<file path="src/rtl/rtp_g711_payload_decoder_defines.svh">
// -----------------------------------------------------------------------------
// rtp_g711_payload_decoder_defines
// Assertion macros shared by the RTP G.711 payload decoder modules.
// -----------------------------------------------------------------------------
`ifndef RTP_G711_PAYLOAD_DECODER_DEFINES_SVH
`define RTP_G711_PAYLOAD_DECODER_DEFINES_SVH

// Same-cycle implication, checked while out of reset.
`define RGPD_ASSERT_NOW(label, ante, cons, msg) \
    label: assert property (@(posedge clk) disable iff (!rst_n) (ante) |-> (cons)) \
        else $error(msg);

// Next-cycle implication, checked while out of reset.
`define RGPD_ASSERT_NEXT(label, ante, cons, msg) \
    label: assert property (@(posedge clk) disable iff (!rst_n) (ante) |=> (cons)) \
        else $error(msg);

`endif

</file>
<file path="src/rtl/rgpd_pkg.sv">
// -----------------------------------------------------------------------------
// rgpd_pkg
// Constants and types shared by the RTP G.711 payload decoder.
// -----------------------------------------------------------------------------
package rgpd_pkg;

    localparam int MAX_PACKET_BYTES_DEF = 1500;

    // RTP fixed header length in bytes.
    localparam int FIXED_HEADER = 12;

    // Payload types of interest.
    localparam logic [6:0] PT_PCMU      = 7'd0;
    localparam logic [6:0] PT_CN        = 7'd13;
    localparam logic [6:0] PT_DYN_FIRST = 7'd96;

    // Entries in the queue between parser and expander.
    localparam int QUEUE_DEPTH = 2;

    typedef struct packed {
        logic [7:0] code;
        logic       last;
        logic       ulaw;
    } rgpd_entry_t;

endpackage

</file>
<file path="src/rtl/rtp_g711_payload_decoder.sv">
// -----------------------------------------------------------------------------
// rtp_g711_payload_decoder
// RTP packet byte stream in, G.711-expanded 16-bit PCM samples out.
// -----------------------------------------------------------------------------
// One packet byte is taken per cycle on the slave stream while the queue
// has room, tlast marking the final byte. The parser skips the fixed header,
// CSRC list and extension, drops packets of comfort-noise or dynamic payload
// type, and queues each payload byte; the expander decodes it (mu-law for
// type 0, A-law otherwise) into a registered sample on the master stream,
// with tlast set when the sample came from the packet's last byte. Sustained
// rate is one byte per cycle while the output is not stalled; each sample
// passes through the parser-to-expander queue and the output register. A
// two-entry queue keeps input flowing while the output is stalled, until it
// fills. Bytes at or beyond MAX_PACKET_BYTES produce nothing but honor tlast.
module rtp_g711_payload_decoder #(
    parameter int MAX_PACKET_BYTES = rgpd_pkg::MAX_PACKET_BYTES_DEF
) (
    input  logic        clk,
    input  logic        rst_n,
    input  logic        s_tvalid,
    output logic        s_tready,
    input  logic [7:0]  s_tdata,    // [7:0] data_byte
    input  logic        s_tlast,
    output logic        m_tvalid,
    input  logic        m_tready,
    output logic [15:0] m_tdata,    // [15:0] pcm_sample
    output logic        m_tlast
);
    import rgpd_pkg::*;

    logic        q_push;
    logic        q_full;
    logic        q_pop;
    logic        q_empty;
    rgpd_entry_t q_push_entry;
    rgpd_entry_t q_head;

    rgpd_front #(
        .MAX_PACKET_BYTES(MAX_PACKET_BYTES)
    ) u_front (
        .clk     (clk),
        .rst_n   (rst_n),
        .s_tvalid(s_tvalid),
        .s_tready(s_tready),
        .s_tdata (s_tdata),
        .s_tlast (s_tlast),
        .q_full  (q_full),
        .q_push  (q_push),
        .q_entry (q_push_entry)
    );

    rgpd_queue u_queue (
        .clk       (clk),
        .rst_n     (rst_n),
        .push      (q_push),
        .push_entry(q_push_entry),
        .full      (q_full),
        .pop       (q_pop),
        .empty     (q_empty),
        .head      (q_head)
    );

    rgpd_back u_back (
        .clk     (clk),
        .rst_n   (rst_n),
        .q_empty (q_empty),
        .q_head  (q_head),
        .q_pop   (q_pop),
        .m_tvalid(m_tvalid),
        .m_tready(m_tready),
        .m_tdata (m_tdata),
        .m_tlast (m_tlast)
    );

endmodule

</file>
<file path="src/rtl/rgpd_front.sv">
// -----------------------------------------------------------------------------
// rgpd_front
// Packet parser: tracks the byte position, skips the RTP header, CSRC list and
// extension, and queues every decodable payload byte below MAX_PACKET_BYTES.
// -----------------------------------------------------------------------------
`include "rtp_g711_payload_decoder_defines.svh"

module rgpd_front #(
    parameter int MAX_PACKET_BYTES = rgpd_pkg::MAX_PACKET_BYTES_DEF
) (
    input  logic                 clk,
    input  logic                 rst_n,
    input  logic                 s_tvalid,
    output logic                 s_tready,
    input  logic [7:0]           s_tdata,    // [7:0] data_byte
    input  logic                 s_tlast,
    input  logic                 q_full,
    output logic                 q_push,
    output rgpd_pkg::rgpd_entry_t q_entry
);
    import rgpd_pkg::*;

    localparam int POS_W = $clog2(MAX_PACKET_BYTES + 1);
    localparam int SUM_W = ((POS_W > 18) ? POS_W : 18) + 1;
    localparam logic [POS_W-1:0] POS_MAX   = POS_W'(MAX_PACKET_BYTES);
    localparam logic [POS_W-1:0] POS_FIXED = POS_W'(FIXED_HEADER);

    logic [POS_W-1:0] pos_reg, pos_next;
    logic [POS_W-1:0] hdr_end_reg, hdr_end_next;
    logic             ext_reg, ext_next;
    logic [6:0]       pt_reg, pt_next;
    logic [7:0]       ext_len_hi_reg, ext_len_hi_next;
    logic             drop_reg, drop_next;

    logic             accept;
    logic [SUM_W-1:0] csrc_end;
    logic [SUM_W-1:0] ext_end;
    logic [POS_W-1:0] csrc_end_clamped;
    logic [POS_W-1:0] ext_end_clamped;
    logic [POS_W:0]   ext_len_hi_pos;
    logic [POS_W:0]   ext_len_lo_pos;

    assign s_tready = !q_full;
    assign accept   = s_tvalid && s_tready;

    // Header end candidates, saturated at the maximum packet size.
    assign csrc_end = SUM_W'(FIXED_HEADER) + {{(SUM_W-6){1'b0}}, s_tdata[3:0], 2'b00};
    assign ext_end  = SUM_W'(hdr_end_reg) + SUM_W'(4)
                    + {{(SUM_W-18){1'b0}}, ext_len_hi_reg, s_tdata, 2'b00};
    assign csrc_end_clamped = (csrc_end > SUM_W'(MAX_PACKET_BYTES)) ? POS_MAX
                                                                    : csrc_end[POS_W-1:0];
    assign ext_end_clamped  = (ext_end > SUM_W'(MAX_PACKET_BYTES)) ? POS_MAX
                                                                   : ext_end[POS_W-1:0];

    assign ext_len_hi_pos = {1'b0, hdr_end_reg} + (POS_W+1)'(2);
    assign ext_len_lo_pos = {1'b0, hdr_end_reg} + (POS_W+1)'(3);

    assign q_entry.code = s_tdata;
    assign q_entry.last = s_tlast;
    assign q_entry.ulaw = (pt_reg == PT_PCMU);

    always_comb
    begin
        pos_next        = pos_reg;
        hdr_end_next    = hdr_end_reg;
        ext_next        = ext_reg;
        pt_next         = pt_reg;
        ext_len_hi_next = ext_len_hi_reg;
        drop_next       = drop_reg;
        q_push          = 1'b0;

        if (accept)
        begin
            if (pos_reg < POS_MAX)
            begin
                if (pos_reg == '0)
                begin
                    hdr_end_next = csrc_end_clamped;
                    ext_next     = s_tdata[4];
                end
                else if (pos_reg == POS_W'(1))
                begin
                    pt_next   = s_tdata[6:0];
                    drop_next = (s_tdata[6:0] == PT_CN) || (s_tdata[6:0] >= PT_DYN_FIRST);
                end

                if (pos_reg >= POS_FIXED && ext_reg)
                begin
                    if ({1'b0, pos_reg} == ext_len_hi_pos)
                    begin
                        ext_len_hi_next = s_tdata;
                    end
                    else if ({1'b0, pos_reg} == ext_len_lo_pos)
                    begin
                        hdr_end_next = ext_end_clamped;
                        ext_next     = 1'b0;
                    end
                end
                else if (pos_reg >= POS_FIXED && pos_reg >= hdr_end_reg && !drop_reg)
                begin
                    q_push = 1'b1;
                end
                pos_next = pos_reg + POS_W'(1);
            end

            // The last byte returns all packet state to its idle values.
            if (s_tlast)
            begin
                pos_next        = '0;
                hdr_end_next    = POS_FIXED;
                ext_next        = 1'b0;
                pt_next         = '0;
                ext_len_hi_next = '0;
                drop_next       = 1'b0;
            end
        end
    end

    always_ff @(posedge clk or negedge rst_n)
    begin
        if (!rst_n)
        begin
            pos_reg        <= '0;
            hdr_end_reg    <= POS_FIXED;
            ext_reg        <= 1'b0;
            pt_reg         <= '0;
            ext_len_hi_reg <= '0;
            drop_reg       <= 1'b0;
        end
        else
        begin
            pos_reg        <= pos_next;
            hdr_end_reg    <= hdr_end_next;
            ext_reg        <= ext_next;
            pt_reg         <= pt_next;
            ext_len_hi_reg <= ext_len_hi_next;
            drop_reg       <= drop_next;
        end
    end

    `RGPD_ASSERT_NEXT(a_last_clears_pos, accept && s_tlast, pos_reg == '0,
        "byte position not cleared after the last byte")
    `RGPD_ASSERT_NOW(a_pos_in_range, 1'b1, pos_reg <= POS_MAX,
        "byte position beyond the maximum packet size")
    `RGPD_ASSERT_NOW(a_hdr_end_range, 1'b1,
        hdr_end_reg >= POS_FIXED && hdr_end_reg <= POS_MAX,
        "header end outside its legal range")

endmodule

</file>
<file path="src/rtl/rgpd_queue.sv">
// -----------------------------------------------------------------------------
// rgpd_queue
// Short register queue that decouples the parser from the expander.
// -----------------------------------------------------------------------------
`include "rtp_g711_payload_decoder_defines.svh"

module rgpd_queue (
    input  logic                  clk,
    input  logic                  rst_n,
    input  logic                  push,
    input  rgpd_pkg::rgpd_entry_t push_entry,
    output logic                  full,
    input  logic                  pop,
    output logic                  empty,
    output rgpd_pkg::rgpd_entry_t head
);
    import rgpd_pkg::*;

    localparam int PTR_W = $clog2(QUEUE_DEPTH);
    localparam int CNT_W = $clog2(QUEUE_DEPTH + 1);

    rgpd_entry_t      store_reg [QUEUE_DEPTH];
    logic [PTR_W-1:0] wr_ptr_reg, wr_ptr_next;
    logic [PTR_W-1:0] rd_ptr_reg, rd_ptr_next;
    logic [CNT_W-1:0] count_reg, count_next;

    assign full  = (count_reg == CNT_W'(QUEUE_DEPTH));
    assign empty = (count_reg == '0);
    assign head  = store_reg[rd_ptr_reg];

    always_comb
    begin
        wr_ptr_next = push ? wr_ptr_reg + PTR_W'(1) : wr_ptr_reg;
        rd_ptr_next = pop  ? rd_ptr_reg + PTR_W'(1) : rd_ptr_reg;
        count_next  = count_reg;
        if (push && !pop)
        begin
            count_next = count_reg + CNT_W'(1);
        end
        else if (pop && !push)
        begin
            count_next = count_reg - CNT_W'(1);
        end
    end

    always_ff @(posedge clk)
    begin
        if (push)
        begin
            store_reg[wr_ptr_reg] <= push_entry;
        end
    end

    always_ff @(posedge clk or negedge rst_n)
    begin
        if (!rst_n)
        begin
            wr_ptr_reg <= '0;
            rd_ptr_reg <= '0;
            count_reg  <= '0;
        end
        else
        begin
            wr_ptr_reg <= wr_ptr_next;
            rd_ptr_reg <= rd_ptr_next;
            count_reg  <= count_next;
        end
    end

    `RGPD_ASSERT_NOW(a_count_range, 1'b1, count_reg <= CNT_W'(QUEUE_DEPTH),
        "queue count exceeds its depth")
    `RGPD_ASSERT_NEXT(a_push_grows, push && !pop, count_reg == $past(count_reg) + CNT_W'(1),
        "queue count did not grow on a push")
    `RGPD_ASSERT_NEXT(a_pop_shrinks, pop && !push, count_reg == $past(count_reg) - CNT_W'(1),
        "queue count did not shrink on a pop")

endmodule

</file>
<file path="src/rtl/rgpd_back.sv">
// -----------------------------------------------------------------------------
// rgpd_back
// G.711 expander: turns queued payload bytes into 16-bit linear samples and
// holds each one in the output register until it is taken.
// -----------------------------------------------------------------------------
module rgpd_back (
    input  logic                  clk,
    input  logic                  rst_n,
    input  logic                  q_empty,
    input  rgpd_pkg::rgpd_entry_t q_head,
    output logic                  q_pop,
    output logic                  m_tvalid,
    input  logic                  m_tready,
    output logic [15:0]           m_tdata,   // [15:0] pcm_sample
    output logic                  m_tlast
);
    import rgpd_pkg::*;

    logic        valid_reg, valid_next;
    logic [15:0] sample_reg;
    logic        last_reg;
    logic [15:0] sample;

    function automatic logic [15:0] alaw_expand(input logic [7:0] code);
        logic [7:0]  a;
        logic [2:0]  seg;
        logic [15:0] mag;
        a   = code ^ 8'h55;
        seg = a[6:4];
        if (seg == 3'd0)
        begin
            mag = {8'd0, a[3:0], 4'd0} + 16'h0008;
        end
        else
        begin
            mag = ({8'd0, a[3:0], 4'd0} + 16'h0108) << (seg - 3'd1);
        end
        return a[7] ? mag : 16'd0 - mag;
    endfunction

    function automatic logic [15:0] ulaw_expand(input logic [7:0] code);
        logic [7:0]  u;
        logic [15:0] mag;
        u   = ~code;
        mag = ({9'd0, u[3:0], 3'd0} + 16'h0084) << u[6:4];
        return u[7] ? 16'h0084 - mag : mag - 16'h0084;
    endfunction

    assign sample = q_head.ulaw ? ulaw_expand(q_head.code) : alaw_expand(q_head.code);

    // Load a new sample whenever the output register is free or being emptied.
    assign q_pop = !q_empty && (!valid_reg || m_tready);

    always_comb
    begin
        valid_next = valid_reg;
        if (q_pop)
        begin
            valid_next = 1'b1;
        end
        else if (m_tready)
        begin
            valid_next = 1'b0;
        end
    end

    always_ff @(posedge clk or negedge rst_n)
    begin
        if (!rst_n)
        begin
            valid_reg <= 1'b0;
        end
        else
        begin
            valid_reg <= valid_next;
        end
    end

    always_ff @(posedge clk)
    begin
        if (q_pop)
        begin
            sample_reg <= sample;
            last_reg   <= q_head.last;
        end
    end

    assign m_tvalid = valid_reg;
    assign m_tdata  = sample_reg;
    assign m_tlast  = last_reg;

endmodule
</file>
<file path="config.mk">
export PLATFORM = sky130hd
export DESIGN_NAME = rtp_g711_payload_decoder
export DESIGN_NICKNAME = d
export VERILOG_FILES = /design/src/rtl/rgpd_pkg.sv /design/src/rtl/rtp_g711_payload_decoder.sv /design/src/rtl/rgpd_front.sv /design/src/rtl/rgpd_queue.sv /design/src/rtl/rgpd_back.sv
export VERILOG_INCLUDE_DIRS = /design/src /design/src/rtl
export SDC_FILE = /design/constraint.sdc
export NUM_CORES = 1
export LEC_CHECK = 0
export CAP_MARGIN = 20
export CELL_PAD_IN_SITES_DETAIL_PLACEMENT = 0
export CELL_PAD_IN_SITES_GLOBAL_PLACEMENT = 1
export CORE_MARGIN = 2
export CORE_UTILIZATION = 51
export DETAILED_ROUTE_END_ITERATION = 8
export DONT_BUFFER_PORTS = 1
export GPL_TIMING_DRIVEN = 0
export PLACE_DENSITY = 0.89
export SETUP_SLACK_MARGIN = 0.5
export SLEW_MARGIN = 25
export SYNTH_ARGS = -nofsm -noshare
export SYNTH_HDL_FRONTEND = slang
export SYNTH_SLANG_ARGS = --single-unit
</file>
<file path="constraint.sdc">
create_clock -name clk -period 4.7 [get_ports clk]
set_input_delay 0.235 -clock clk [delete_from_list [all_inputs] [get_ports clk]]
set_output_delay 0.235 -clock clk [all_outputs]
set_load 0.01 [all_outputs]
</file>
-- Word level (Yosys, flattened, before mapping)
Memories as Yosys holds them, arrays and structs flattened.
Cells that the tools add are included.
- flip-flop bits (word level): 61
- bits in latches: 0
- RAM bits: 20
- memory bits (read-only): 0
- input port bits: 13
- output and inout port bits: 19
- logic and storage cells: 116
- memories kept: 1
- memories (name ; words ; bits a word ; read ports ; clocked after memory_dff ; write ports ; RTL line ; RTL):
    u_queue.store_reg ; 2 ; 10 ; 1 ; 0 ; 1 ; rgpd_queue.sv:22 ; rgpd_entry_t store_reg [QUEUE_DEPTH];
- add/subtract/negate cells: 17
- $mul: 0
- divide/modulo/power cells: 0
- magnitude comparators: 6
- equality and inequality tests: 6
- shift-type cells: 2
- mux-type cells: 42
- bitwise logic cells: 2
- reduce and logical (&&, ||, !) cells: 28
- operators by type and width (cell ; count):
    $mux 11 ; 10
    $mux 16 ; 4
    $gt 19x11->1 const B ; 2
    $mux 8 ; 4
    $shl 16x3->16 ; 2
    $mux 7 ; 4
    $add 11x2->12 const B ; 2
    $eq 11x12->1 ; 2
    $add 19x18->19 ; 1
    $mux 1 ; 18
    $sub 1x16->16 const A ; 1
    $sub 16x8->16 const B ; 1
    $sub 8x16->16 const A ; 1
    $add 11x3->12 const B ; 1
    $reduce_bool 2->1 ; 6
    $add 11x1->11 const B ; 1
    $eq 11x1->1 const B ; 1
    $ge 11x11->1 ; 1
    $ge 11x4->1 const B ; 1
    $logic_not 11->1 ; 1
    $lt 11x11->1 const B ; 1
    $add 8x9->10 const B ; 1
    $add 7x8->9 const B ; 1
    $add 8x4->9 const B ; 1
    20 further kinds ; 35

-- Logic depth before layout (Yosys ltp)
Gate-level depths: netlist of run 1.
- depth in word-level cells: 11
- depth in mapped cells: 15
- gate-level depth less buffers: 14

-- Modules after synthesis
A second synthesis of run 1 with hierarchy kept.
- cell total of the unflattened synthesis: 796
- area total of the unflattened synthesis: 7091.8 µm²
- modules (own cells, without submodules) (module ; times used ; cells an instance ; area each (µm²) ; sequential area each (µm²)):
    rgpd_front ; 1 ; 454 ; 3736.1 ; 978.4
    rgpd_back ; 1 ; 295 ; 2408.6 ; 475.5
    rgpd_queue ; 1 ; 47 ; 947.2 ; 700.7

-- Worst setup path before layout of run 1
OpenSTA, ideal clock, no wires.
- kind: register to register
- from: reg u_front.hdr_end_reg[2]
- to: reg u_front.hdr_end_reg[4]
- setup time: 0.133 ns
- arrival time: 3.441 ns
- required time: 4.567 ns
- path slack: 1.125 ns
- cell stages (with the launch flop): 14
- path buffers: 0
- clock period less this slack: 3.575 ns
- cell sequence: dfstp_2 > ha_1 > nand3_2 > nor3_1 > xnor2_1 > ha_1 > and4_1 > a221o_1 > or3_1 > a221oi_1 > o2111ai_1 > nand2b_4 > nor2_4 > o211ai_1
- longest elaborated chain between the ends: 9
- elaborated cells between the ends (all ways): 13
- classes of those cells: 4 x add/sub; 1 x order compare; 2 x eq/ne; 6 x mux
- ends and longest elaborated chain (item ; RTL line ; RTL):
    start: declaration ; rgpd_front.sv:29 ; logic [POS_W-1:0] hdr_end_reg, hdr_end_next;
    start signal: assignment ; rgpd_front.sv:133 ; hdr_end_reg <= hdr_end_next;
    start signal: assignment ; rgpd_front.sv:146 ; hdr_end_reg >= POS_FIXED && hdr_end_reg <= POS_MAX,
    $add 11x3->12 ; rgpd_front.sv:48 ; assign ext_end = SUM_W'(hdr_end_reg) + SUM_W'(4)
    $add 19x18->19 ; rgpd_front.sv:49 ; + {{(SUM_W-18){1'b0}}, ext_len_hi_reg, s_tdata, 2'b00};
    $gt 19x11->1 ; rgpd_front.sv:52 ; assign ext_end_clamped = (ext_end > SUM_W'(MAX_PACKET_BYTES)) ? POS_MAX
    $mux 11 ; rgpd_front.sv:52 ;
    $mux 11 ; rgpd_front.sv:93 ; else if ({1'b0, pos_reg} == ext_len_lo_pos)
    $mux 11 * ; rgpd_front.sv:89 ; if ({1'b0, pos_reg} == ext_len_hi_pos)
    $mux 11 * ; rgpd_front.sv:87 ; if (pos_reg >= POS_FIXED && ext_reg)
    $mux 11 * ; rgpd_front.sv:74 ; if (pos_reg < POS_MAX)
    $mux 11 * ; rgpd_front.sv:107 ; if (s_tlast)
Mark *: on every way between the ends. The rest lies on a longest branch, timed or not. The select of a mux whose other input is x is not followed.
A chain may end at the register's enable or synchronous reset.

-- Worst setup path after layout of run 1
- from: mem u_queue.store_reg[0][6] (netlist bit)
- to: reg u_back.sample_reg[15], in the netlist u_back.m_tdata[15] (data pin)
- longest elaborated chain between the ends: 8
- elaborated cells between the ends (all ways): 14
- classes of those cells: 4 x add/sub; 2 x shift; 4 x mux; 2 x bitwise; 1 x reduce/logical; 1 x memory
- ends and longest elaborated chain (item ; RTL line ; RTL):
    start: declaration ; rgpd_queue.sv:22 ;
    $mem_v2 2x10 * ; -- ;
    $not 4->4 (no line) ; -- ;
    $sub 3x1->3 ; rgpd_back.sv:36 ; mag = ({8'd0, a[3:0], 4'd0} + 16'h0108) << (seg - 3'd1);
    $shl 16x3->16 ; rgpd_back.sv:36 ;
    $mux 16 ; rgpd_back.sv:30 ; if (seg == 3'd0)
    $sub 1x16->16 ; rgpd_back.sv:38 ; return a[7] ? mag : 16'd0 - mag;
    $mux 16 ; rgpd_back.sv:38 ;
    $mux 16 * ; rgpd_back.sv:49 ; assign sample = q_head.ulaw ? ulaw_expand(q_head.code) : alaw_expand(q_head.code);
    via u_back.sample[15] ; rgpd_back.sv:22 ; logic [15:0] sample;
    end signal: assignment ; rgpd_back.sv:83 ; sample_reg <= sample;
    end: declaration ; rgpd_back.sv:20 ; logic [15:0] sample_reg;
Mark *: on every way through the listed nets, which the timed path passes. The rest lies on a longest branch.

==> results of run 1 <==
## synth_stat cells, drive strengths merged (6+ instances only)
cell	instances	area (µm²)
a31oi	20	125.1
dfrtp	42	1051
xor2	26	227.7
o21ai	44	224.0
mux2i	19	231.5
xnor2	48	420.4
o21a	7	60.05
and3	9	56.30
nor3	22	110.1
a21oi	39	198.9
ha	39	488.0
nand4	8	50.05
nor2	57	221.5
inv	37	138.9
nand2	75	284.0
o211ai	10	80.07
edfxtp	35	1051
clkbuf	20	75.07
nor4	10	62.56
a211oi	9	67.56
nand3	20	110.1
buf	13	102.6
nand2b	11	76.32
o22ai	6	37.54
and2	6	37.54
o31ai	6	50.05
nor2b	12	75.07
mux2	23	266.5
## timing repair
| item | CTS | global route |
|---|---|---|
| endpoints found under the hold margin | 62 | 0 |
| setup endpoints to repair | 2 | 15 |
| hold buffers | 11 | 0 |
| setup buffers | 0 | 1 |
| pin swaps | 0 | 1 |
| resized for setup | 2 | 11 |
## placed cells by master, fill, tap and decap left out, types with 7 or more instances in the layout
cell / netlist / layout
mux2i_1: 15 / 15
nand3_1: 18 / 18
xnor2_1: 48 / 48
and3_1: 9 / 9
buf_2: 7 / 7
ha_1: 39 / 38
nor2b_1: 12 / 12
nor2_1: 56 / 56
nand4_1: 8 / 8
nor3_1: 22 / 21
o211ai_1: 9 / 9
inv_1: 34 / 34
edfxtp_1: 35 / 35
clkbuf_1: 20 / 17
a211oi_1: 9 / 9
xor2_1: 26 / 26
mux2_2: 21 / 21
clkbuf_16: 0 / 9
a21oi_1: 38 / 38
dlygate4sd3_1: 0 / 10
dfrtp_1: 42 / 42
nor4_1: 10 / 9
o21ai_0: 39 / 39
a31oi_1: 20 / 20
nand2b_1: 10 / 10
nand2_1: 74 / 74
## worst register-to-register path, delay by kind of cell, from the launching register on
kind            cells  cell delay (ns)
compound gates      3             0.81
simple gates        3             0.79
buf+inv             3             0.56
mux                 2             0.56
fa+ha+maj           2             0.49
flops               1             0.36
xor+xnor            1             0.17
## power groups by stage
stage,registers (W),logic (W),clock network (W)
2_1_floorplan,0.00107,0.00172,0
3_3_place_gp,0.00111,0.00213,0
3_5_place_dp,0.00112,0.00218,0
4_1_cts,0.00111,0.00222,0.000759
5_1_grt,0.00114,0.00249,0.000782
6_report,0.00112,0.00228,0.000747
## stage by stage
step           hold slack [ns]  power, W
5_1_grt                0.03945  0.004406
3_3_place_gp          -0.05818  0.003239
4_1_cts                0.01597  0.004088
2_1_floorplan         -0.06059  0.002795
3_5_place_dp          -0.05828  0.003296
6_report               0.03530  0.004141
## final cells by class
class | count | area (µm²)
Buffer | 33 | 182.7
Clock buffer | 10 | 229.0
Clock inverter | 6 | 85.08
Fill cell | 1189 | 5633
Inverter | 38 | 143.9
Multi-Input combinational cell | 609 | 4354
Sequential cell | 79 | 2155
Tap cell | 176 | 220.2
Timing Repair Buffer | 12 | 135.1
## routing by layer
layer | share of wire, % | vias up
li1 | - | 2842
met1 | 43 | 2843
met2 | 49 | 170
met3 | 4.8 | 46
met4 | 3.3 | 0
met5 | 0 | -
## cells by family (layout without fill, tap and decap cells)
logic type / count (synthesis) / after routing
and+or+nand+nor: 255 / 255
other: 1 / 2
adders and majority gates: 40 / 40
buffers and inverters: 71 / 99
xor gates and xnor gates: 74 / 74
DFF: 79 / 79
AOI/OAI and AO/OA: 195 / 195
muxes: 43 / 43
## worst max path at each step
stage,slack (ns),depth (start not counted),endpoint,start
finish,0.72,14,u_back.m_tdata[15],u_queue.store_reg[0][6]
global route,0.50,14,u_back.m_tdata[15],u_queue.store_reg[0][6]
CTS,0.56,13,u_front.hdr_end_reg[0],u_front.hdr_end_reg[3]
detailed placement,0.39,15,u_back.m_tdata[15],u_queue.store_reg[0][6]
global placement,0.46,15,u_back.m_tdata[15],u_queue.store_reg[0][6]
floorplan,1.13,13,u_front.hdr_end_reg[4],u_front.hdr_end_reg[2]
==> flow_summary.json, run 1 <==
{
  "outcome": "completed",
  "clock-sinks": 79,
  "dpl_cell_area_um2": 7013,
  "r2r_start": "u_queue.store_reg[0][6]",
  "avgRoutedWirePerCell_um": 19.06,
  "crit_slowest_cell": "a21boi_0",
  "syn_to_final_growth_pct": 10.54,
  "synth_top_family_by_area": "compound AO/OA/AOI/OAI gates",
  "critPathRequiredTime_ns": 4.80,
  "r2r-end": "u_back.m_tdata[15]",
  "min_delay_worst_endpoint": "u_front.hdr_end_reg[2]",
  "rr_worst_depth": 14,
  "switching_share_pct": 43.81,
  "p_per_area_nw_per_um2": 551.7,
  "met1_usage_pct": 32.26,
  "antenna_cells": 0,
  "viasPerCell": 6.128,
  "final_nets": 835,
  "async_reset_ff_share_pct": 55.70,
  "path_buf_inv": 3,
  "synth_compound_area_share_pct": 19.66,
  "hp-class": "in2reg",
  "syn_avg_cell_area_um2": 8.956,
  "synth_edf_count": 35,
  "post-route-period-util_pct": 84.77,
  "path_max_fanout": 10,
  "netlist_area_um2": 6789,
  "post-route-drc-count": 0,
  "synth-adder-area-share_pct": 7.482,
  "synth_cell_types": 91,
  "synthMuxAreaShare_pct": 7.667,
  "postLayoutCellArea_um2": 7505,
  "fin_cells": 963,
  "start_util_pct": 51.68,
  "cts.htree.levels": 3,
  "p_int_w": 0.002327,
  "post-route-util_pct": 57.12,
  "drt_first_pass_iters": 6,
  "drtIter0Drc": 461,
  "max_freq_ghz": 0.2510,
  "grt_use_met2_pct": 45.76,
  "tns_ns": 0,
  "busiest_layer": "met2",
  "grt_use_total_pct": 26.40,
  "routed_wl_um": 18350,
  "clk_path_buf_depth": 2,
  "yosysWarningCount": 0,
  "rrSetupSlack_ns": 0.72,
  "numCtsBuffers": 9,
  "finalCriticalPeriod_ns": 3.984,
  "p_switching_w": 0.001814,
  "maxSlewViolCount": 0,
  "placedCellCount": 935,
  "global_route.overflow_total": 0,
  "ant_nets": 0,
  "fp.dieW_um": 119.4,
  "dieArea_um2": 14250,
  "cap_violations": 0,
  "port_buffers": 0,
  "end_kind": "register",
  "io_pins": 32,
  "setup_viol": 0,
  "num_rows": 42,
  "gp_congestion": 0.9245,
  "grt_max_degree": 45,
  "vdd_drop_max_uv": 215.8,
  "ys.flop_type": "dfrtp_1",
  "cpPeakStageDelay_ns": 0.42,
  "dp_slack_ns": 0.3880,
  "critical_path.top_delay_family": "compound AO/OA/AOI/OAI gates",
  "cts_tree": "built",
  "vias": 5901,
  "synth-simple-area-share_pct": 19.13,
  "clkLatencyLatePin_ns": 0.35,
  "core_um2": 13140,
  "hpwlAfterDp_um": 13920,
  "pwr-share-clk_pct": 18.0,
  "synth_seq_area_share_pct": 31.74,
  "die_y_um": 119.4,
  "ys_seq_elements": 79,
  "startpoint_type": "register",
  "fin_skew_ns": 0.008286,
  "worstMarginPinSlew_ns": 0.9247,
  "clock-root-buffer": "clkbuf_16",
  "gr-usage-met3_pct": 5.077,
  "path_class": "reg2reg",
  "grt_pass1_vias": 5804,
  "netlist_instances": 758,
  "hold_viol_final": 0,
  "slew_headroom_pct": 38.23,
  "clk_pin_slew_ns": 0.06,
  "layout-drive-gt1-share_pct": 11.31,
  "grt_pass1_wl_um": 29880,
  "p_comb_share_pct": 55.0,
  "seq_power_share_pct": 27.0,
  "synthXorXnorAreaFrac_pct": 9.547,
  "min_from": "s_tdata[0]",
  "largest_reg_flops": 20,
  "grt_setup_unrepaired": "yes",
  "crit_chain": "clkbuf_2 > mux2i_4 > inv_2 > ha_1 > clkbuf_2 > nor2_1 > nor2_1 > a21boi_0 > ha_1 > o221ai_1 > nor4_1 > a41oi_2 > xnor2_1 > mux2_2",
  "antenna_found_initial": 0,
  "setup_ws_ns": 0.7158,
  "leakagePower_nw": 2.984,
  "crit_arrival_ns": 4.09,
  "min_path_cells": 3
}
Note: power is estimated with default switching activity, not from simulation.
==> inputs of run 2 (changes only) <==
--- a/config.mk
+++ b/config.mk
@@ -6,11 +6,12 @@
 export SDC_FILE = /design/constraint.sdc
 export NUM_CORES = 1
 export LEC_CHECK = 0
+export ABC_AREA = 1
 export CAP_MARGIN = 20
 export CELL_PAD_IN_SITES_DETAIL_PLACEMENT = 0
 export CELL_PAD_IN_SITES_GLOBAL_PLACEMENT = 1
 export CORE_MARGIN = 2
-export CORE_UTILIZATION = 51
+export CORE_UTILIZATION = 47
 export DETAILED_ROUTE_END_ITERATION = 8
 export DONT_BUFFER_PORTS = 1
 export GPL_TIMING_DRIVEN = 0
==> constraint.sdc (replaced) <==
create_clock -name clk -period 4 [get_ports clk]
set_input_delay 0.2 -clock clk [delete_from_list [all_inputs] [get_ports clk]]
set_output_delay 0.2 -clock clk [all_outputs]
set_load 0.01 [all_outputs]
==> run 2 against run 1 <==
  * Clock skew increased by 0.00096 ns
  * Die area grew 16%
  * Worst hold slack got worse by 0.020 ns
  * Clock-buffer cell count is the same
  * Sequential share of layout area is 2.3 points lower
  * Via count grew 21%
  * Total power is 38% higher
  * Critical endpoint is now u_front.hdr_end_reg[8]
  * Highest routed layer unchanged
==> flow_summary.json, run 2 <==
{
  "grt_pass1_vias": 6666,
  "outcome": "completed",
  "final_nets": 1204,
  "p_per_area_nw_per_um2": 697.8,
  "largest_reg_flops": 20,
  "gp_congestion": 0.9606,
  "clk_pin_slew_ns": 0.07,
  "synth_top_area_cell": "nand2_1",
  "viasPerCell": 5.333,
  "antenna_found_initial": 0,
  "ant_nets": 0,
  "max_freq_ghz": 0.3117,
  "ys_top_cells_by_count": "393 x nand2_1, 143 x inv_1, 99 x nor2_1, 92 x nand3_1",
  "avgRoutedWirePerCell_um": 15.37,
  "critPathRequiredTime_ns": 4.25,
  "antenna_cells": 0,
  "ys.flop_type": "dfrtp_1",
  "hp-class": "in2reg",
  "maxSlewViolCount": 0,
  "clkLatencyLatePin_ns": 0.36,
  "synth_cell_types": 51,
  "grt_use_total_pct": 26.16,
  "io_pins": 32,
  "core_um2": 15200,
  "synth_top_area_share_pct": 20.16,
  "setup_viol": 0,
  "cts_tree": "built",
  "global_route.overflow_total": 0,
  "die_y_um": 128.8,
  "cts.htree.levels": 3,
  "crit_arrival_ns": 3.46,
  "synth_seq_area_share_pct": 29.44,
  "netlist_area_um2": 7318,
  "layout_common_cells": "389 x nand2_1, 143 x inv_1, 95 x nor2_1, 92 x nand3_1, 44 x o21ai_0",
  "rr_worst_depth": 24,
  "drtIter0Drc": 436,
  "layout-drive-gt1-share_pct": 11.16,
  "routed_wl_um": 20660,
  "cpPeakStageDelay_ns": 0.58,
  "synth_edf_count": 35,
  "clock-root-buffer": "clkbuf_16",
  "p_total_w": 0.005710,
  "grt_pass1_wl_um": 33770,
  "grt_setup_unrepaired": "no",
  "port_buffers": 0,
  "crit_slowest_cell": "dfstp_2",
  "setup_ws_ns": 0.7916,
  "clock-sinks": 79,
  "vias": 7168,
  "slew_headroom_pct": 37.00,
  "path_class": "reg2reg",
  "synth.top_cells.by_area": "nand2_1 20%, dfrtp_1 14%, edfxtp_1 14%, inv_1 7.3%, ha_1 6.7%",
  "syn_to_final_growth_pct": 11.81,
  "fin_skew_ns": 0.009246,
  "num_rows": 45,
  "drt_first_pass_iters": 5,
  "crit_chain": "ha_4 > nand2_4 > nor2_4 > nand2_1 > xor2_1 > inv_1 > ha_4 > nand2_1 > nand2_1 > a21oi_1 > nand2_2 > nand2_1 > nand2_1 > nand2_1 > nand2_1 > nor2_1 > nand2_1 > nor2_4 > buf_4 > nand3_1 > nand2_1 > nand2_1 > nand2_1 > nand2_1",
  "end_kind": "register",
  "startpoint_type": "register",
  "fin_cells": 1344,
  "path_max_fanout": 8,
  "placedCellCount": 1308,
  "fp.dieW_um": 128.8,
  "netlist_instances": 1118,
  "hpwlAfterDp_um": 15970,
  "yosysWarningCount": 0,
  "dp_slack_ns": 0.5133,
  "ys_seq_elements": 79,
  "cap_violations": 0,
  "min_path_cells": 2,
  "tns_ns": 0,
  "synth_most_common_cell": "nand2_1",
  "numCtsBuffers": 9,
  "vdd_drop_max_uv": 325.7,
  "hold_viol_final": 0,
  "dieArea_um2": 16580,
  "grt_max_degree": 45,
  "post-route-drc-count": 0,
  "clk_path_buf_depth": 2,
  "async_reset_ff_share_pct": 55.70,
  "mostFrequentLayoutCell": "nand2_1",
  "post-route-period-util_pct": 80.21,
  "finalCriticalPeriod_ns": 3.208,
  "worst_path_most_repeated_cell": "nand2_1",
  "whs_ns": 0.01520,
  "syn_avg_cell_area_um2": 6.546,
  "start_util_pct": 48.14,
  "worstMarginPinSlew_ns": 0.9416,
  "leakagePower_nw": 4.109
}
-- run 2: cell types whose count changed after synthesis, sizes merged, moves of 12 or more --
cell / previous run / this run
xnor2: 48 / 13
nor2b: 12 / 0
mux2: 23 / 0
xor2: 26 / 14
nand3: 20 / 100
o21ai: 44 / 67
mux2i: 19 / 0
clkbuf: 20 / 6
nor3: 22 / 7
nand2: 75 / 413
a31oi: 20 / 2
nor2: 57 / 112
inv: 37 / 148
nand4: 8 / 27
-- run 2: worst max-delay path, delay by kind of cell (launching register included) --
| family | cells | cell delay, ns |
|---|---|---|
| AOI/OAI and AO/OA | 1 | 0.16 |
| and+or+nand+nor | 18 | 1.51 |
| DFF | 1 | 0.58 |
| adders and majority gates | 2 | 0.41 |
| xor gates and xnor gates | 1 | 0.17 |
| buffers and inverters | 2 | 0.25 |
-- run 2: repair_timing --
item | 4_1_cts | 5_1_grt
setup endpoints to repair | 0 | 11
gates resized for setup | 0 | 22
setup buffers | 0 | 8
endpoints found under the hold margin | 66 | 0
hold buffers | 12 | 0
-- run 2: worst paths after layout --
check / start / endpoint / slack (ns)
worst max register to register: u_front.hdr_end_reg[2] / u_front.hdr_end_reg[8] / 0.79
worst min register to register: u_queue.count_reg[0] / u_queue.count_reg[0] / 0.47
worst min-delay path: s_tdata[5] / u_front.ext_len_hi_reg[5] / 0.02
max in group asynchronous: rst_n / u_front.hdr_end_reg[3] / 3.34
worst max-delay path: u_front.hdr_end_reg[2] / u_front.hdr_end_reg[8] / 0.79
min in group asynchronous: rst_n / u_front.hdr_end_reg[8] / 0.37
-- run 2: routing by layer --
layer  track usage (%)  up-vias  part of all wire (%)
met5                 0        -                     0
met4             9.143        0                   2.7
met3             3.202       33                   3.9
met2             44.10      150                    47
met1             34.84     3328                    46
li1                  -     3657                     -
-- run 2: logic make-up (layout without fill, tap and decap cells) --
kind of cell	count (synthesis)	in the layout	share of synthesized area, %
xor+xnor	27	27	3.539
other cells	1	2	0.05124
compound gates	123	123	9.728
buf+inv	170	207	9.369
flops	79	79	29.44
simple gates	678	678	40.93
fa+ha+maj	40	40	6.941
-- run 2: area by class of cell --
cell class | instances | area (µm²)
multi-input combinational | 870 | 4567
buffer | 18 | 108.9
timing repair buffer | 21 | 209.0
tap | 188 | 235.2
sequential | 79 | 2157
clock inverter | 6 | 78.83
inverter | 152 | 576.8
clock buffer | 10 | 250.2
fill | 1585 | 7019
-- run 2: report_power, final --
part	switching, W	internal [W]
combinational	0.00229	0.00112
sequential	0.000230	0.00115
clock	0.000386	0.000536
-- run 2: metrics by stage --
step / cell area, µm² / utilization, %
6_report: 8183 / 53.83
5_1_grt: 8183 / 53.83
4_1_cts: 8039 / 52.88
3_5_place_dp: 7572 / 49.81
3_3_place_gp: 7557 / 49.71
2_1_floorplan: 7322 / -
==> inputs of run 3 (changes only) <==
--- a/config.mk
+++ b/config.mk
@@ -6,12 +6,12 @@
 export SDC_FILE = /design/constraint.sdc
 export NUM_CORES = 1
 export LEC_CHECK = 0
-export ABC_AREA = 1
+export ABC_AREA = 0
 export CAP_MARGIN = 20
 export CELL_PAD_IN_SITES_DETAIL_PLACEMENT = 0
 export CELL_PAD_IN_SITES_GLOBAL_PLACEMENT = 1
 export CORE_MARGIN = 2
-export CORE_UTILIZATION = 47
+export CORE_UTILIZATION = 51
 export DETAILED_ROUTE_END_ITERATION = 8
 export DONT_BUFFER_PORTS = 1
 export GPL_TIMING_DRIVEN = 0
==> constraint.sdc (replaced) <==
create_clock -name clk -period 3.1 [get_ports clk]
set_input_delay 0.155 -clock clk [delete_from_list [all_inputs] [get_ports clk]]
set_output_delay 0.155 -clock clk [all_outputs]
set_load 0.01 [all_outputs]
==> run 3 against run 2 <==
  * Clock skew up 0.0034 ns
  * First-iteration DRC count is 53% higher
  * Largest cell class unchanged
  * Final cell count fell by 23%
  * The flow now finishes with violations (setup timing)
  * Critical endpoint is now u_front.hdr_end_reg[0]
==> flow_summary.json, run 3 (synthesized netlist as in run 1, its figures left out) <==
{
  "outcome": "finished, violations left",
  "violations": "setup timing",
  "final_nets": 901,
  "cts.htree.levels": 3,
  "avgRoutedWirePerCell_um": 21.65,
  "layout-drive-gt1-share_pct": 31.42,
  "seq_power_share_pct": 21.9,
  "fp.dieW_um": 119.4,
  "clock-sinks": 79,
  "layout_common_cells": "67 x nand2_1, 61 x buf_4, 48 x nor2_1, 41 x xnor2_1, 41 x dfrtp_1",
  "mostFrequentLayoutCell": "nand2_1",
  "p_switching_w": 0.003522,
  "core_um2": 13140,
  "grt_pass1_vias": 6094,
  "hpwlAfterDp_um": 14690,
  "p_int_w": 0.004148,
  "clkLatencyLatePin_ns": 0.36,
  "syn_to_final_growth_pct": 32.75,
  "setup_ws_ns": -0.4884,
  "viasPerCell": 6.464,
  "die_y_um": 119.4,
  "p_per_area_nw_per_um2": 851.1,
  "switching_share_pct": 45.92,
  "grt_max_degree": 45,
  "postLayoutCellArea_um2": 9012,
  "critical_path.top_delay_family": "compound AO/OA/AOI/OAI gates",
  "startpoint_type": "register",
  "antenna_found_initial": 0,
  "io_pins": 32,
  "path_class": "reg2reg",
  "post-route-drc-count": 0,
  "port_buffers": 0,
  "vias": 6651,
  "global_route.overflow_total": 0,
  "post-route-period-util_pct": 115.8,
  "hold_viol_final": 0,
  "grt_pass1_wl_um": 32640,
  "gp_congestion": 0.9207,
  "numCtsBuffers": 9,
  "dieArea_um2": 14250,
  "vdd_drop_max_uv": 513.3,
  "p_comb_share_pct": 64.4,
  "slew_headroom_pct": 49.25,
  "drtIter0Drc": 669,
  "max_freq_ghz": 0.2787,
  "rrSetupSlack_ns": -0.49,
  "ant_nets": 0,
  "critPathRequiredTime_ns": 3.38,
  "fin_skew_ns": 0.01266,
  "start_util_pct": 51.68,
  "clk_path_buf_depth": 2,
  "pwr-share-clk_pct": 13.7,
  "worstMarginPinSlew_ns": 0.7603,
  "maxSlewViolCount": 0,
  "dp_slack_ns": -0.7745,
  "crit_arrival_ns": 3.87,
  "path_max_fanout": 7,
  "antenna_cells": 0,
  "finalCriticalPeriod_ns": 3.588,
  "crit_chain": "ha_4 > nand3_4 > nor2_4 > xnor2_2 > ha_4 > a21o_1 > a21o_1 > a221o_1 > or3_1 > a221oi_2 > o2111ai_2 > nand2b_4 > nor2_4 > o311a_1",
  "dpl_cell_area_um2": 7264,
  "largest_reg_flops": 20,
  "leakagePower_nw": 3.570,
  "cts_tree": "built",
  "clk_pin_slew_ns": 0.06,
  "cpPeakStageDelay_ns": 0.61,
  "grt_setup_unrepaired": "yes",
  "hp-class": "in2reg",
  "clock-root-buffer": "clkbuf_16",
  "grt_use_total_pct": 29.36,
  "cap_violations": 0,
  "path_buf_inv": 0,
  "num_rows": 42,
  "crit_slowest_cell": "dfstp_2",
  "drt_first_pass_iters": 5,
  "end_kind": "register",
  "routed_wl_um": 22280,
  "setup_viol": 14
}
==> run 3: cell count changes in the layout (fill, tap and decap cells not counted), moves of 13 or more <==
cell | previous run | this run
mux2_2 | 0 | 21
nand2_1 | 389 | 67
nor2_1 | 95 | 48
nand4_1 | 27 | 8
a31oi_1 | 1 | 15
nand2_2 | 19 | 6
buf_4 | 11 | 61
nand3_1 | 92 | 16
mux2i_1 | 0 | 13
o21ai_0 | 44 | 27
inv_1 | 143 | 31
xor2_1 | 10 | 25
a21oi_1 | 40 | 25
xnor2_1 | 13 | 41
==> run 3: cell type report <==
cell class / count / area (µm²)
well taps: 176 / 220.2
repair buffers: 76 / 669.4
clock buffers: 9 / 225.2
fillers: 991 / 4125
plain buffers: 33 / 289.0
multi-input cells: 611 / 5231
inverters: 38 / 161.4
clock inverters: 7 / 60.06
flip-flops and latches: 79 / 2156
==> run 3: worst paths after layout <==
kind	from	end	cells after the start
hold / removal	s_tdata[7]	u_front.ext_len_hi_reg[7]	2
setup / recovery	u_front.hdr_end_reg[2]	u_front.hdr_end_reg[0]	14
min in group asynchronous	rst_n	u_front.ext_reg	2
max in group asynchronous	rst_n	u_front.hdr_end_reg[2]	2
setup reg to reg	u_front.hdr_end_reg[2]	u_front.hdr_end_reg[0]	14
hold reg to reg	u_front.pt_reg[5]	u_front.pt_reg[5]	1
==> run 3: power groups by stage <==
stage	Clock (W)	Sequential (W)	Combinational, W
after floorplan	0	0.00164	0.00281
after global placement	0	0.00169	0.00346
after detailed placement	0	0.00170	0.00354
after CTS	0.00106	0.00166	0.00423
after global routing	0.00111	0.00170	0.00521
final	0.00105	0.00168	0.00494
==> run 3: timing repair <==
item | CTS | global route
endpoints found under the setup margin | 69 | 68
hold buffers | 12 | 0
pin swaps | 42 | 43
buffers inserted | 35 | 29
gates cloned | 2 | 0
hold endpoints to repair | 64 | 0
resized for setup | 98 | 67
==> run 3: metal layers <==
metal,vias up,part of all wire [%],track usage (%)
met3,66,8.9,4.741
met5,-,0,0
li1,2969,-,-
met1,3260,43,42.62
met4,0,2.9,9.485
met2,356,45,44.83
==> run 3: metrics by stage <==
| stage | std cells | power (W) | TNS, ns | hold WS [ns] | util, % |
|---|---|---|---|---|---|
| finish | 1029 | 0.007670 | -4.798 | 0.03290 | 68.60 |
| global route | 1029 | 0.008014 | -6.798 | 0.07795 | 68.60 |
| CTS | 1000 | 0.006959 | -4.766 | 0.02475 | 64.31 |
| detailed placement | 935 | 0.005239 | -14.01 | -0.1399 | 55.30 |
| global placement | 935 | 0.005145 | -11.37 | -0.1395 | 55.25 |
| floorplan | 759 | 0.004450 | -2.787 | -0.1406 | - |
